## src/hw/rtl/gaussian_random_generator_unit_defines.svh

```systemverilog
// assertion macros for the gaussian random generator
`ifndef GAUSSIAN_RANDOM_GENERATOR_UNIT_DEFINES_SVH
`define GAUSSIAN_RANDOM_GENERATOR_UNIT_DEFINES_SVH
// implication checked on every clock edge outside reset
`define GRG_ASSERT_IMP(lbl, clk, rst_n, ante, cons) \
    lbl: assert property (@(posedge clk) disable iff (!rst_n) (ante) |-> (cons)) \
        else $error("assertion failed");
// next-cycle implication checked outside reset
`define GRG_ASSERT_NXT(lbl, clk, rst_n, ante, cons) \
    lbl: assert property (@(posedge clk) disable iff (!rst_n) (ante) |=> (cons)) \
        else $error("assertion failed");
`endif

```

## src/hw/rtl/grg_pkg.sv

```systemverilog
// shared types and constants of the gaussian random generator
package grg_pkg;
    typedef struct packed {
        logic        func;
        logic        want_pair;
        logic [31:0] mean_shift;
        logic [31:0] spread;
    } t_req;

    typedef struct packed {
        logic [31:0] normal_value;
        logic [23:0] uniform_value;
        logic        last;
    } t_res;

    // classified request between front and back
    typedef struct packed {
        logic        func;
        logic        want_pair;
        logic [31:0] mean_shift;
        logic [31:0] spread;
        logic [23:0] u1;
        logic [23:0] u2;
    } t_job;

    localparam logic        FUNC_UNIFORM = 1'b0;
    localparam logic        FUNC_NORMAL  = 1'b1;
    localparam logic [63:0] LCG_MULT     = 64'd6364136223846793005;
    localparam logic [31:0] LN2_Q32      = 32'd2977044472;
    localparam logic [31:0] TWO_PI_Q28   = 32'd1686629713;
    localparam logic [31:0] Q30_ONE      = 32'd1073741824;
    localparam logic [23:0] U_MIN        = 24'd2;
    localparam logic [23:0] U_MAX        = 24'd16777214;
    localparam logic        REG_SEED     = 1'b0;
    localparam logic        REG_INC      = 1'b1;

    function automatic logic [23:0] f_clamp(input logic [31:0] w);
        logic [23:0] v;
        v = w[31:8];
        if (v < U_MIN) v = U_MIN;
        if (v > U_MAX) v = U_MAX;
        return v;
    endfunction

    function automatic logic [31:0] f_out(input logic [63:0] old);
        logic [63:0] t;
        logic [31:0] xs;
        logic [4:0]  rot;
        t   = ((old >> 18) ^ old) >> 27;
        xs  = t[31:0];
        rot = old[63:59];
        return (xs >> rot) | (xs << ((6'd32 - {1'b0, rot}) & 6'd31));
    endfunction
endpackage

```

## src/hw/rtl/grg_queue.sv

```systemverilog
// two-entry queue between front and back
module grg_queue (
    input  logic          i_clk,
    input  logic          i_rst_n,
    input  logic          i_valid,
    output logic          o_ready,
    input  grg_pkg::t_job i_data,
    output logic          o_valid,
    input  logic          i_ready,
    output grg_pkg::t_job o_data
);
    import grg_pkg::*;
    t_job       r_mem [2];
    logic       r_wp, r_rp;
    logic [1:0] r_cnt;

    assign o_ready = (r_cnt != 2'd2);
    assign o_valid = (r_cnt != 2'd0);
    assign o_data  = r_mem[r_rp];

    always_ff @(posedge i_clk) begin
        if (!i_rst_n) begin
            r_wp <= 1'b0; r_rp <= 1'b0; r_cnt <= 2'd0;
        end else begin
            if (i_valid && o_ready) begin
                r_mem[r_wp] <= i_data;
                r_wp <= ~r_wp;
            end
            if (o_valid && i_ready) r_rp <= ~r_rp;
            r_cnt <= r_cnt + 2'(i_valid && o_ready) - 2'(o_valid && i_ready);
        end
    end
endmodule

```

## config.mk

```make
export PLATFORM = sky130hd
export DESIGN_NAME = grg_queue
export DESIGN_NICKNAME = d
export VERILOG_FILES = /design/src/hw/rtl/gaussian_random_generator_unit_defines.svh /design/src/hw/rtl/grg_pkg.sv /design/src/hw/rtl/grg_queue.sv
export SDC_FILE = /design/constraint.sdc
export NUM_CORES = 1
export LEC_CHECK = 0
export ABC_AREA = 1
export BUFFER_PORTS_ARGS = -buffer_cell sky130_fd_sc_hd__clkbuf_2
export CAP_MARGIN = 20
export CORE_MARGIN = 4
export CORE_UTILIZATION = 40
export CTS_BUF_LIST = sky130_fd_sc_hd__clkbuf_8
export DETAILED_ROUTE_END_ITERATION = 16
export SLEW_MARGIN = 20
export SYNTH_ARGS = -nofsm -noshare
export SYNTH_HDL_FRONTEND = slang
export SYNTH_SLANG_ARGS = --single-unit
```

## constraint.sdc

```tcl
create_clock -name i_clk -period 8.15 [get_ports i_clk]
set_clock_uncertainty 0.05 [all_clocks]
set_input_delay 0.815 -clock i_clk [delete_from_list [all_inputs] [get_ports i_clk]]
set_output_delay 0.815 -clock i_clk [all_outputs]
set_load 0.005 [all_outputs]
```

# Word level (Yosys, flattened, before mapping)
# Memories as Yosys holds them, arrays and structs flattened. A register that Yosys moved wholly into a read port is not among the register bits.
# Index checks and enable logic that the tools add are counted.
totals:
  ff_bits: 4
  latchBits: 0
  ramBits: 228
  rom_bits: 0
  in_bits: 118
  out_inout_bits: 116
  elab_cells: 17
  mem_count: 1
memory_table:
  columns: ["name", "depth", "word_bits", "read_ports", "rd_ports_with_merged_regs", "wr", "line_no", "text"]
  rows:
  - ["r_mem", 2, 114, 1, 1, 1, "grg_queue.sv:13", "t_job r_mem [2];"]
classes:
  add_sub_neg: 2
  multipliers: 0
  n_div: 0
  magnitude_cmp: 0
  n_eq_ne: 1
  shift: 0
  mux: 5
  bitwise_logic: 2
  n_reduce_logical: 3
op_table:
  columns: ["cell", "n"]
  rows:
  - ["1-bit 2-to-1 mux", 5]
  - ["2-bit by 1-bit adder with 2-bit output", 1]
  - ["1-bit logical AND", 2]
  - ["2-bit inequality test (second input constant)", 1]
  - ["1-bit NOT", 2]
  - ["2-bit nonzero test", 1]
  - ["2-bit by 1-bit subtractor with 2-bit output", 1]

# Longest topological paths before layout
logic_depth:
  ltp_word: 5
  mapped_depth: 11
  mapped_depth_nobuf: 11

# Worst setup path before layout
# OpenSTA, ideal clock, no wires.
synth_timing:
  path_kind: "input to register"
  startpoint: "input i_valid"
  endpoint: "memory r_mem[1][0] in the netlist's numbering, enable pin"
  setup_ns: 0.588
  t_arrival_ns: 5.625
  required_ns: 7.512
  path_slack_ns: 1.887
  cell_stages: 2
  n_path_buf: 0
  path_cell_list: "nand2_1 > nor2_1"
synth_between:
  elab_chain_len: 4
synth_rtl:
  columns: ["element", "line_no", "text"]
  rows:
  - ["start: declaration", "grg_queue.sv:5", "input logic i_valid,"]
  - ["1-bit logical AND", "grg_queue.sv:25", "if (i_valid && o_ready) begin"]
  - ["1-bit 2-to-1 mux", "grg_queue.sv:25", null]
  - ["1-bit 2-to-1 mux", "grg_queue.sv:22", "if (!i_rst_n) begin"]
  - ["1-bit 2-to-1 mux (not written as such)", "grg_queue.sv:26", "r_mem[r_wp] <= i_data;"]
  - ["end: declaration", "grg_queue.sv:13", null]
# No other way between the ends.

==> metrics.cfg <==
[floorplan]
core-area_sq_mm = 0.0212
fp.dieW_um = 156
rows = 53
initial_utilization_pct = 41.1
dieArea_sq_mm = 0.0242
fp.dieH_um = 156
io-pin-count = 234

[cts]
clock_latency_ps = 500
cts_tree = built
ctsHoldBuffers = 0
htreeDepth = 2
clkTransAtPathRegs_ps = 60
cts_root_buf = clkbuf_8
cts_buffers = 40
post-cts-setup-buffers = 0
clkSinkCount = 233
cts_buffer_depth = 3
post_cts_resize_count = 0

[worst_setup_path]
crit_arrival_ps = 2880
required_ps = 7280
endpoint_kind = primary output
worstPathMaxFanout = 64
worstSetupPathType = flip-flop to primary output
startpoint_type = flip-flop

[final_layout]
final_cell_mix = clkbuf_2, edfxtp_1, mux2_4
layout-drive-gt1-share_pct = 58.3
diodes = 0
nFillCells = 1781
syn_to_final_growth_pct = 24.2
utilization_pct = 51.1
finish.net_count = 779
final_common_cell = clkbuf_2
final_cells = 956

[sta]
whs_ps = 444
setup_viol = 0
rsz0062_at_grt = false
post-route-min-period_ps = 3750
maxSlewViolCount = 0
fmax_mhz = 267
finalHoldViolCount = 0
fin_tns_setup_ps = 0
slew_headroom_pct = 27.4
period_share_pct = 46.0
layout_setup_ws_ps = 4400
worst_slew_pin_slew_ps = 1090

[detailed_routing]
vias_per_cell = 4.68
detail-route-antenna-nets = 0
dr.pass1.iters = 4
drt-total-wl_um = 16800
drc = 0
vias = 4478
post_drt_wl_per_cell_um = 17.5
drt-initial-drc-count = 147

[placement]
io_buffers = 233
gp_congestion = 0.721
hpwl_um = 11200
place_inst = 892
place_worst_setup_slack_ps = 4670

[logic_synthesis]
yosysTopAreaCellShare_pct = 78.4
synthDistinctLibCells = 15
synth_area_leaders = edfxtp_1, mux2_4, mux2_2
synth_seq_area_share_pct = 79.6
syn_nets = 514
synth_seq_cells = 233
synthesis.area_sq_mm = 0.00873
yosysTopAreaCell = edfxtp_1
yosysWarnings = 0
synthCells = 394
syn_avg_cell_area_sq_um = 22.2

[global_routing]
grt_pass1_vias = 4951
antenna_found_initial = 0
grt_usage_pct = 13.5
grt_first_pass_wirelength_um = 25700
overflow = 0
grt_max_degree = 85

[power_and_ir_drop]
power_density_mw_per_mm2 = 277
vdd_drop_max_uv = 156
cellLeakagePower_uw = 0.00425

[min_path]
hold_path_class = primary input to flip-flop

[flow_run]
drv_cap = 0

[status]
outcome = finished clean

-- worst max-delay path, stage by stage (launching register included) --
cell and delay [ps]:
dfxtp_4 900, buf_4 870, mux2_2 420, clkbuf_2 110
-- sequential cells by signal, summed over array words and instances (netlist names), named ones only --
name	count
r_wp	1
r_mem	228
r_cnt	2
r_rp	1
-- metrics by stage --
stage / instance area, sq um / power [uW]
2_1_floorplan: 8730 / 1900
3_3_place_gp: 10200 / 2120
3_5_place_dp: 10200 / 2140
4_1_cts: 10800 / 3070
5_1_grt: 10800 / 3170
6_report: 10800 / 3000
-- Yosys cell counts --
library cell / count
mux2_2: 54
buf_8: 1
inv_1: 9
nand2_1: 10
nand3_1: 2
nor2_1: 8
ha_1: 2
buf_2: 5
a21oi_1: 1
mux2_4: 60
dfxtp_1: 5
buf_6: 7
a21boi_0: 1
o21ai_0: 1
edfxtp_1: 228
-- routing by layer --
metal	vias up	share of wire, %	global-route usage [%]	wire length, um
met3	31	10	5.38	1730
met5	-	0	0	0
met4	0	2.2	4.84	374
met2	199	48	21.8	8090
li1	2075	-	-	-
met1	2173	39	16.4	6560
-- final timing paths --
path / slack [ps] / startpoint / cells past startpoint / to
max reg2reg: 5240 / r_cnt[0]$_SDFF_PN0_ / 5 / r_mem[1][56]$_DFFE_PP_
min reg2reg: 470 / r_rp$_SDFFE_PN0P_ / 2 / flip-flop
max: 4400 / flip-flop / 3 / o_data[46]
min: 440 / i_data[58] / 1 / r_mem[1][58]$_DFFE_PP_
-- report_power, final --
part / switching (uW) / internal, uW
clock: 415 / 492
sequential: 63.7 / 1440
combinational: 266 / 326
-- area by class of cell --
type                            instances  area [sq um]  area share, %
Clock buffer                           41           564           5.20
Clock inverter                         23           119           1.10
Inverter                                9          36.3          0.335
Multi-Input combinational cell        139          1640           15.1
Sequential cell                       233          6950           64.1
Tap cell                              275           344           3.17
Timing Repair Buffer                  236          1190           11.0
-- cells by family (layout without fill, tap and decap cells) --
family	after synthesis	in the layout	synth area share, %
flip-flops	233	233	79.6
multiplexers	114	114	17.3
buffers and inverters	22	309	1.75
AND/OR/NAND/NOR	20	20	0.889
AO/OA/AOI/OAI	3	3	0.201
adder cells (fa/ha/maj)	2	2	0.287
Note: power is estimated with default switching activity, not from simulation.
