<file path="src/hw/rtl/gaussian_random_generator_unit_defines.svh">
// assertion macros for the gaussian random generator
`ifndef GAUSSIAN_RANDOM_GENERATOR_UNIT_DEFINES_SVH
`define GAUSSIAN_RANDOM_GENERATOR_UNIT_DEFINES_SVH
// implication checked on every clock edge outside reset
`define GRG_ASSERT_IMP(lbl, clk, rst_n, ante, cons) \
    lbl: assert property (@(posedge clk) disable iff (!rst_n) (ante) |-> (cons)) \
        else $error("assertion failed");
// next-cycle implication checked outside reset
`define GRG_ASSERT_NXT(lbl, clk, rst_n, ante, cons) \
    lbl: assert property (@(posedge clk) disable iff (!rst_n) (ante) |=> (cons)) \
        else $error("assertion failed");
`endif

</file>
<file path="src/hw/rtl/grg_pkg.sv">
// shared types and constants of the gaussian random generator
package grg_pkg;
    typedef struct packed {
        logic        func;
        logic        want_pair;
        logic [31:0] mean_shift;
        logic [31:0] spread;
    } t_req;

    typedef struct packed {
        logic [31:0] normal_value;
        logic [23:0] uniform_value;
        logic        last;
    } t_res;

    // classified request between front and back
    typedef struct packed {
        logic        func;
        logic        want_pair;
        logic [31:0] mean_shift;
        logic [31:0] spread;
        logic [23:0] u1;
        logic [23:0] u2;
    } t_job;

    localparam logic        FUNC_UNIFORM = 1'b0;
    localparam logic        FUNC_NORMAL  = 1'b1;
    localparam logic [63:0] LCG_MULT     = 64'd6364136223846793005;
    localparam logic [31:0] LN2_Q32      = 32'd2977044472;
    localparam logic [31:0] TWO_PI_Q28   = 32'd1686629713;
    localparam logic [31:0] Q30_ONE      = 32'd1073741824;
    localparam logic [23:0] U_MIN        = 24'd2;
    localparam logic [23:0] U_MAX        = 24'd16777214;
    localparam logic        REG_SEED     = 1'b0;
    localparam logic        REG_INC      = 1'b1;

    function automatic logic [23:0] f_clamp(input logic [31:0] w);
        logic [23:0] v;
        v = w[31:8];
        if (v < U_MIN) v = U_MIN;
        if (v > U_MAX) v = U_MAX;
        return v;
    endfunction

    function automatic logic [31:0] f_out(input logic [63:0] old);
        logic [63:0] t;
        logic [31:0] xs;
        logic [4:0]  rot;
        t   = ((old >> 18) ^ old) >> 27;
        xs  = t[31:0];
        rot = old[63:59];
        return (xs >> rot) | (xs << ((6'd32 - {1'b0, rot}) & 6'd31));
    endfunction
endpackage

</file>
<file path="src/hw/rtl/grg_front.sv">
// front part: generator steps and request classification
module grg_front (
    input  logic            i_clk,
    input  logic            i_rst_n,
    input  logic            i_valid,
    output logic            o_ready,
    input  grg_pkg::t_req   i_req,
    input  logic            i_seed_we,
    input  logic [63:0]     i_seed,
    input  logic [63:0]     i_inc,
    output logic            o_job_valid,
    input  logic            i_job_ready,
    output grg_pkg::t_job   o_job
);
    import grg_pkg::*;

    localparam logic [1:0] S_IDLE = 2'd0;
    localparam logic [1:0] S_MUL  = 2'd1;
    localparam logic [1:0] S_OUT  = 2'd2;

    logic [1:0]  r_st, n_st;
    logic [63:0] r_pcg;
    logic [63:0] r_lo, r_hi;   // split multiply partials
    logic        r_second;
    logic        r_half;
    t_job        r_job;

    assign o_ready     = (r_st == S_IDLE) && !i_seed_we;
    assign o_job_valid = (r_st == S_OUT);
    assign o_job       = r_job;

    always_comb begin
        n_st = r_st;
        unique case (r_st)
            S_IDLE:  if (i_valid && o_ready) n_st = S_MUL;
            S_MUL:   if (r_half && !(r_job.func == FUNC_NORMAL && !r_second)) n_st = S_OUT;
            S_OUT:   if (i_job_ready) n_st = S_IDLE;
            default: n_st = S_IDLE;
        endcase
    end

    always_ff @(posedge i_clk) begin
        if (!i_rst_n) begin
            r_st     <= S_IDLE;
            r_pcg    <= 64'd0;
            r_second <= 1'b0;
            r_half   <= 1'b0;
        end else begin
            r_st <= n_st;
            if (i_seed_we) begin
                r_pcg <= i_seed;
            end else if (r_st == S_IDLE && i_valid) begin
                r_half   <= 1'b0;
                r_second <= 1'b0;
                r_job.func       <= i_req.func;
                r_job.want_pair  <= i_req.want_pair;
                r_job.mean_shift <= i_req.mean_shift;
                r_job.spread     <= i_req.spread;
                r_job.u1         <= f_clamp(f_out(r_pcg));
                r_job.u2         <= 24'd0;
                r_lo <= {32'd0, r_pcg[31:0]} * {32'd0, LCG_MULT[31:0]};
                r_hi <= 64'(r_pcg[63:32] * LCG_MULT[31:0])
                      + 64'(r_pcg[31:0] * LCG_MULT[63:32]);
            end else if (r_st == S_MUL) begin
                if (!r_half) begin
                    r_half <= 1'b1;
                    r_pcg  <= r_lo + {r_hi[31:0], 32'd0} + i_inc;
                end else begin
                    r_half <= 1'b0;
                    if (r_job.func == FUNC_NORMAL && !r_second) begin
                        r_second <= 1'b1;
                        r_job.u2 <= f_clamp(f_out(r_pcg));
                        r_lo <= {32'd0, r_pcg[31:0]} * {32'd0, LCG_MULT[31:0]};
                        r_hi <= 64'(r_pcg[63:32] * LCG_MULT[31:0])
                              + 64'(r_pcg[31:0] * LCG_MULT[63:32]);
                    end
                end
            end
        end
    end
endmodule

</file>
<file path="config.mk">
export PLATFORM = sky130hd
export DESIGN_NAME = grg_front
export DESIGN_NICKNAME = d
export VERILOG_FILES = /design/src/hw/rtl/gaussian_random_generator_unit_defines.svh /design/src/hw/rtl/grg_pkg.sv /design/src/hw/rtl/grg_front.sv
export SDC_FILE = /design/constraint.sdc
export NUM_CORES = 2
export LEC_CHECK = 0
export ABC_AREA = 1
export BUFFER_PORTS_ARGS = -buffer_cell sky130_fd_sc_hd__buf_2
export CAP_MARGIN = 5
export CELL_PAD_IN_SITES_DETAIL_PLACEMENT = 0
export CELL_PAD_IN_SITES_GLOBAL_PLACEMENT = 1
export CORE_ASPECT_RATIO = 0.5
export CORE_MARGIN = 2
export CORE_UTILIZATION = 54
export DETAILED_ROUTE_END_ITERATION = 16
export PLACE_DENSITY_LB_ADDON = 0.1
export SLEW_MARGIN = 20
export SYNTH_ARGS = -nofsm -noshare
export SYNTH_HDL_FRONTEND = slang
export SYNTH_SLANG_ARGS = --single-unit
</file>
<file path="constraint.sdc">
create_clock -name i_clk -period 12.95 [get_ports i_clk]
set_input_delay 1.295 -clock i_clk [delete_from_list [all_inputs] [get_ports i_clk]]
set_output_delay 1.295 -clock i_clk [all_outputs]
set_load 0.05 [all_outputs]
</file>
# Word level (Yosys, flattened, before mapping)
# Index checks and enable logic that the tools add are counted.
[totals] out_inout_bits=116 word_cells=91 in_bits=199 regBits=278
[classes] n_mul=3 n_reduce_logical=19 muxes=37 eq_ne=7 add_sub_neg=4 magnitude_cmp=3 bitwise=3 shift=2
[op_table] cell="$mux 64" n=7
[op_table] cell="$mux 24" n=14
[op_table] cell="$add 64x64->64" n=2
[op_table] cell="$mux 32" n=4
[op_table] cell="$mul 32x31->32 const B" n=2
[op_table] cell="$mul 32x31->63 const B" n=1
[op_table] cell="$mux 63" n=1
[op_table] cell="$xor 46x59->59" n=1
[op_table] cell="$gt 24x24->1 const B" n=2
[op_table] cell="$add 32x32->32" n=1
[op_table] cell="$or 32x32->32" n=1
[op_table] cell="$shl 32x5->32" n=1
[op_table] cell="$shr 32x5->32" n=1
[op_table] cell="$lt 24x2->1 const B" n=1
[op_table] cell="$reduce_and 3->1" n=3
[op_table] cell="$reduce_bool 2->1" n=4
[op_table] cell="$mux 1" n=7
[op_table] cell="$mux 2" n=3
[op_table] cell="$ne 2x2->1 const B" n=3
[op_table] cell="$pmux 2 s3" n=1
[op_table] cell="$logic_and 1x1->1" n=5
[op_table] cell="$reduce_and 5->1" n=1
[op_table] cell="$sub 1x5->5 const A" n=1
[op_table] cell="$ne 2x1->1 const B" n=2
[op_table] cell="other kinds (7)" n=9

# Depth between registers and ports, before layout
[logic_depth] ltp_word=16 depth_mapped=30 ltp_nobuf=30

# Least setup slack after synthesis
# OpenSTA, ideal clock, no wires.
[synth_timing] path_type="input -> register" startpoint="input i_seed_we" endpoint="register r_job, in the netlist o_job[0] (enable)" stages=5 setup_time_ns=0.598 arrival_ns=6.918 required_time_ns=12.352 path_buffers=2 slack_ns=5.434 cell_sequence="clkbuf_1 -> clkbuf_1 -> nor3_1 -> nor2_1 -> nor2_1"
[synth_via] elab_chain_len=2
[synth_lines] item="start, declared" line="grg_front.sv:8" text="input logic i_seed_we,"
[synth_lines] item="$not 1->1 (no source line)"
[synth_lines] item="$reduce_and 5->1 (no source line)"
[synth_lines] item="end, declared" line="grg_front.sv:26" text="t_job r_job;"
# Every way passes these cells.
# A chain may end at the register's enable or synchronous reset.

# Final worst setup path
[layout_timing] startpoint="register r_pcg[20]" endpoint="register r_lo[51] (data pin)"
[layout_via] elab_chain_len=5
[layout_lines] item="start, declared" line="grg_front.sv:22" text="logic [63:0] r_pcg;"
[layout_lines] item="start signal, assigned" line="grg_front.sv:51" text="r_pcg <= i_seed;"
[layout_lines] item="start signal, assigned" line="grg_front.sv:67" text="r_pcg <= r_lo + {r_hi[31:0], 32'd0} + i_inc;"
[layout_lines] item="$mul 32x31->63 (*)" line="grg_front.sv:61, grg_front.sv:73"
[layout_lines] item="$mux 64" line="grg_front.sv:70" text="if (r_job.func == FUNC_NORMAL && !r_second) begin"
[layout_lines] item="$mux 64" line="grg_front.sv:65" text="if (!r_half) begin"
[layout_lines] item="$mux 64" line="grg_front.sv:64" text="end else if (r_st == S_MUL) begin"
[layout_lines] item="$mux 63 (*)" line="grg_front.sv:52" text="end else if (r_st == S_IDLE && i_valid) begin"
[layout_lines] item="end signal, assigned" line="grg_front.sv:61" text="r_lo <= {32'd0, r_pcg[31:0]} * {32'd0, LCG_MULT[31:0]};"
[layout_lines] item="end signal, assigned" line="grg_front.sv:73" text="r_lo <= {32'd0, r_pcg[31:0]} * {32'd0, LCG_MULT[31:0]};"
[layout_lines] item="end, declared" line="grg_front.sv:23" text="logic [63:0] r_lo, r_hi;"
# Mark *: on every way between the ends. The rest lies on a longest branch, timed or not. The select of a mux whose other input is x is not followed.

==> reports/metrics.cfg <==
[drt]
drt_iter0_markers=4835
dr.pass1.iters=7
post-route-drc-count=0
vias=43500
wl_per_cell_um=27.5
postRouteAntennaNets=0
wl_mm=207
via_per_inst=5.77

[logic_synthesis]
yosysWarnings=0
syn_inst=5865
syn_area_um2=53200
avgSynthCellArea_um2=9.07
synth.top_cell.area_share_pct=33.1
synth_seq_cells=277
synth_xor_xnor_area_share_pct=2.98
synth_mux_area_share_pct=0
ys_top_cells_by_area=fa_1 (33%), ha_1 (20%), edfxtp_1 (12%)
synthSimpleGateAreaFrac_pct=12.2
synth_cell_types=55
synth-compound-area-share_pct=6.06
synth_top_family_by_area=adder cells
yosysSeqAreaShare_pct=14.4
synthAdderAreaFrac_pct=53.0
synth_nets=7788
synth_area_leader_cell=fa_1

[finish]
layout.nets=8109
fillCellCount=8772
drive_gt1_share_pct=7.47
syn_to_final_growth_pct=8.11

[global_route]
grt_pass1_vias=44600
grt_max_degree=91
grt_overflow=0
grt_usage_pct=41.4
grt_pass1_wl_mm=298
antenna_found_initial=8

[critical_path]
crit_path_end=r_lo[51]$_DFFE_PP_
crit_path_start_kind=flip-flop
path_depth=27
crit_path_start=r_pcg[20]$_SDFFE_PN0P_
r2r_start=r_pcg[20]$_SDFFE_PN0P_
critPathKind=reg -> reg
crit_path_max_incr_delay_ns=0.93
r2r-end=r_lo[51]$_DFFE_PP_
cp_slowest_cell=dfxtp_1
critPathTopFamily=adder cells
worstPathRequired_ns=13.32
worst-path-max-fanout=10
rr_worst_depth=27
rrSetupSlack_ns=4.96
critPathBufInv=8
arrival_ns=8.35
cp-end-kind=flip-flop

[sta]
setup_viol=0
fin_crit_sh_pct=61.7
relSlewSlack_pct=23.1
setup_tns_ns=0
fmax_mhz=125
tightest_slew_ns=1.15
period_needed_ns=7.99
rsz0062_at_grt=no
drv_slew=0
skew_ns=0.0263
hold_viol_final=0

[clock_tree]
cts.sinks=277
cts.path.max_buffers=3
clkSlewWorstSetupHoldPaths_ns=0.09
htreeDepth=1
cts_tree=done
cts_buffers=29
post_cts_buffers=0
cts_resized=0
root_buffer=clkbuf_16
ctsHoldBuffers=0
clk_latency_ns=0.63

[place]
hpwlAfterDp_mm=180
gp_congestion=1.10
portBuffers=314

[floorplan]
die_w_um=448
pin_count=315
die_y_um=226
dieArea_um2=101000
core_area_um2=97700
start_util_pct=54.4
floorplan.rows=81

[worst_hold_path]
hold_path.class=reg -> reg
holdCritStartpoint=r_pcg[36]$_SDFFE_PN0P_

[run_status]
outcome=completed

[flow_run]
max_cap_violations=0

[Yosys cell counts (all sizes together)]
cell type,n
o2111ai,3
o221ai,3
nor3,27
a31o,4
nor2,313
a31oi,63
xnor2,79
o31ai,2
a2111oi,2
nor4,12
edfxtp,209
a21boi,10
a311oi,1
dfxtp,68
nand3b,5
nand2,732
clkbuf,40
fa,880
or2,13
a221oi,4
ha,844
inv,1508
xor2,99
a211oi,1
and2,3
and3,5
a21o,18
nand3,388
buf,41
nand4,29
a21oi,256
o211ai,12
o221a,1
o21bai,20
o21ai,150
o21a,20
[metal layers]
layer	up-vias	GRT usage, %	part of all wire, %
met5	-	0	0.015
met4	2	16.7	4.9
met3	450	13.9	13
met2	2523	60.0	41
met1	21500	57.0	41
li1	19000	-	-
[flip-flops by register name, summed over array words and instances, names as in the netlist]
name      cells
r_pcg        64
r_second      1
r_st          2
o_job       114
r_lo         63
r_half        1
r_hi         32
[worst register-to-register path: stages, from the launching register on]
cell and delay [ns]:
dfxtp_1 0.93, inv_1 0.36, fa_1 0.63, inv_1 0.06, fa_1 0.51, inv_1 0.06
fa_1 0.49, fa_1 0.52, inv_1 0.06, fa_1 0.55, fa_1 0.43, fa_1 0.49
inv_1 0.05, fa_1 0.47, inv_1 0.04, ha_1 0.34, nand2_1 0.12, nor2_1 0.18
inv_1 0.08, nor2_1 0.08, inv_1 0.06, nor4_1 0.47, nand4_1 0.18, nand3_1 0.18
a31o_2 0.19, nand2_1 0.05, nand2_1 0.08, xor2_1 0.07
[through the flow]
stage / utilization, % / setup WS [ns] / std cells / hold WS (ns) / instance area [um2]
2_1_floorplan: - / 5.43 / 5865 / 0.458 / 53200
3_3_place_gp: 57.8 / 5.29 / 7483 / 0.456 / 56500
3_5_place_dp: 57.8 / 5.13 / 7483 / 0.464 / 56500
4_1_cts: 58.8 / 5.08 / 7537 / 0.481 / 57500
5_1_grt: 58.8 / 4.60 / 7542 / 0.530 / 57500
6_report: 58.8 / 4.96 / 7543 / 0.486 / 57500
[how the worst min path moves through the flow]
stage | cells past startpoint | endpoint
finish | 2 | r_pcg[36]$_SDFFE_PN0P_
global route | 2 | r_pcg[36]$_SDFFE_PN0P_
CTS | 2 | r_pcg[36]$_SDFFE_PN0P_
detailed placement | 2 | r_pcg[36]$_SDFFE_PN0P_
global placement | 2 | r_pcg[36]$_SDFFE_PN0P_
floorplan | 2 | r_second$_SDFFE_PN0P_
[kinds of logic after synthesis]
group	Yosys count
AND/OR/NAND/NOR	1527
buffers and inverters	1589
XOR/XNOR	178
flip-flops	277
adder cells (fa/ha/maj)	1724
AO/OA/AOI/OAI	570
[layout make-up]
cell class	count	area [um2]	area share, %
Antenna cell	6	15.0	0.0261
Timing Repair Buffer	371	2000	3.48
Clock buffer	32	737	1.28
Multi-Input combinational cell	3999	39500	68.7
Clock inverter	22	274	0.477
Inverter	1508	5670	9.86
Sequential cell	277	7640	13.3
Tap cell	1328	1660	2.89
[cells in the final DEF (no fill, tap or decap), types with 7 or more instances in the layout]
cell type,count
a21o_1,18
a21oi_1,256
a31oi_1,63
buf_2,314
buf_4,56
clkbuf_16,29
dfxtp_1,67
edfxtp_1,209
fa_1,880
ha_1,844
inv_1,1498
inv_2,7
nand2_1,729
nand3_1,385
nand4_1,29
nor2_1,308
nor3_1,27
nor4_1,10
o211ai_1,11
o21a_1,20
o21ai_0,139
o21ai_1,10
o21bai_1,20
or2_2,11
xnor2_1,78
xor2_1,97
Power is left out: the tool's default activity adds up to more than one toggle a clock period on the data nets, which glitch-free logic cannot reach.
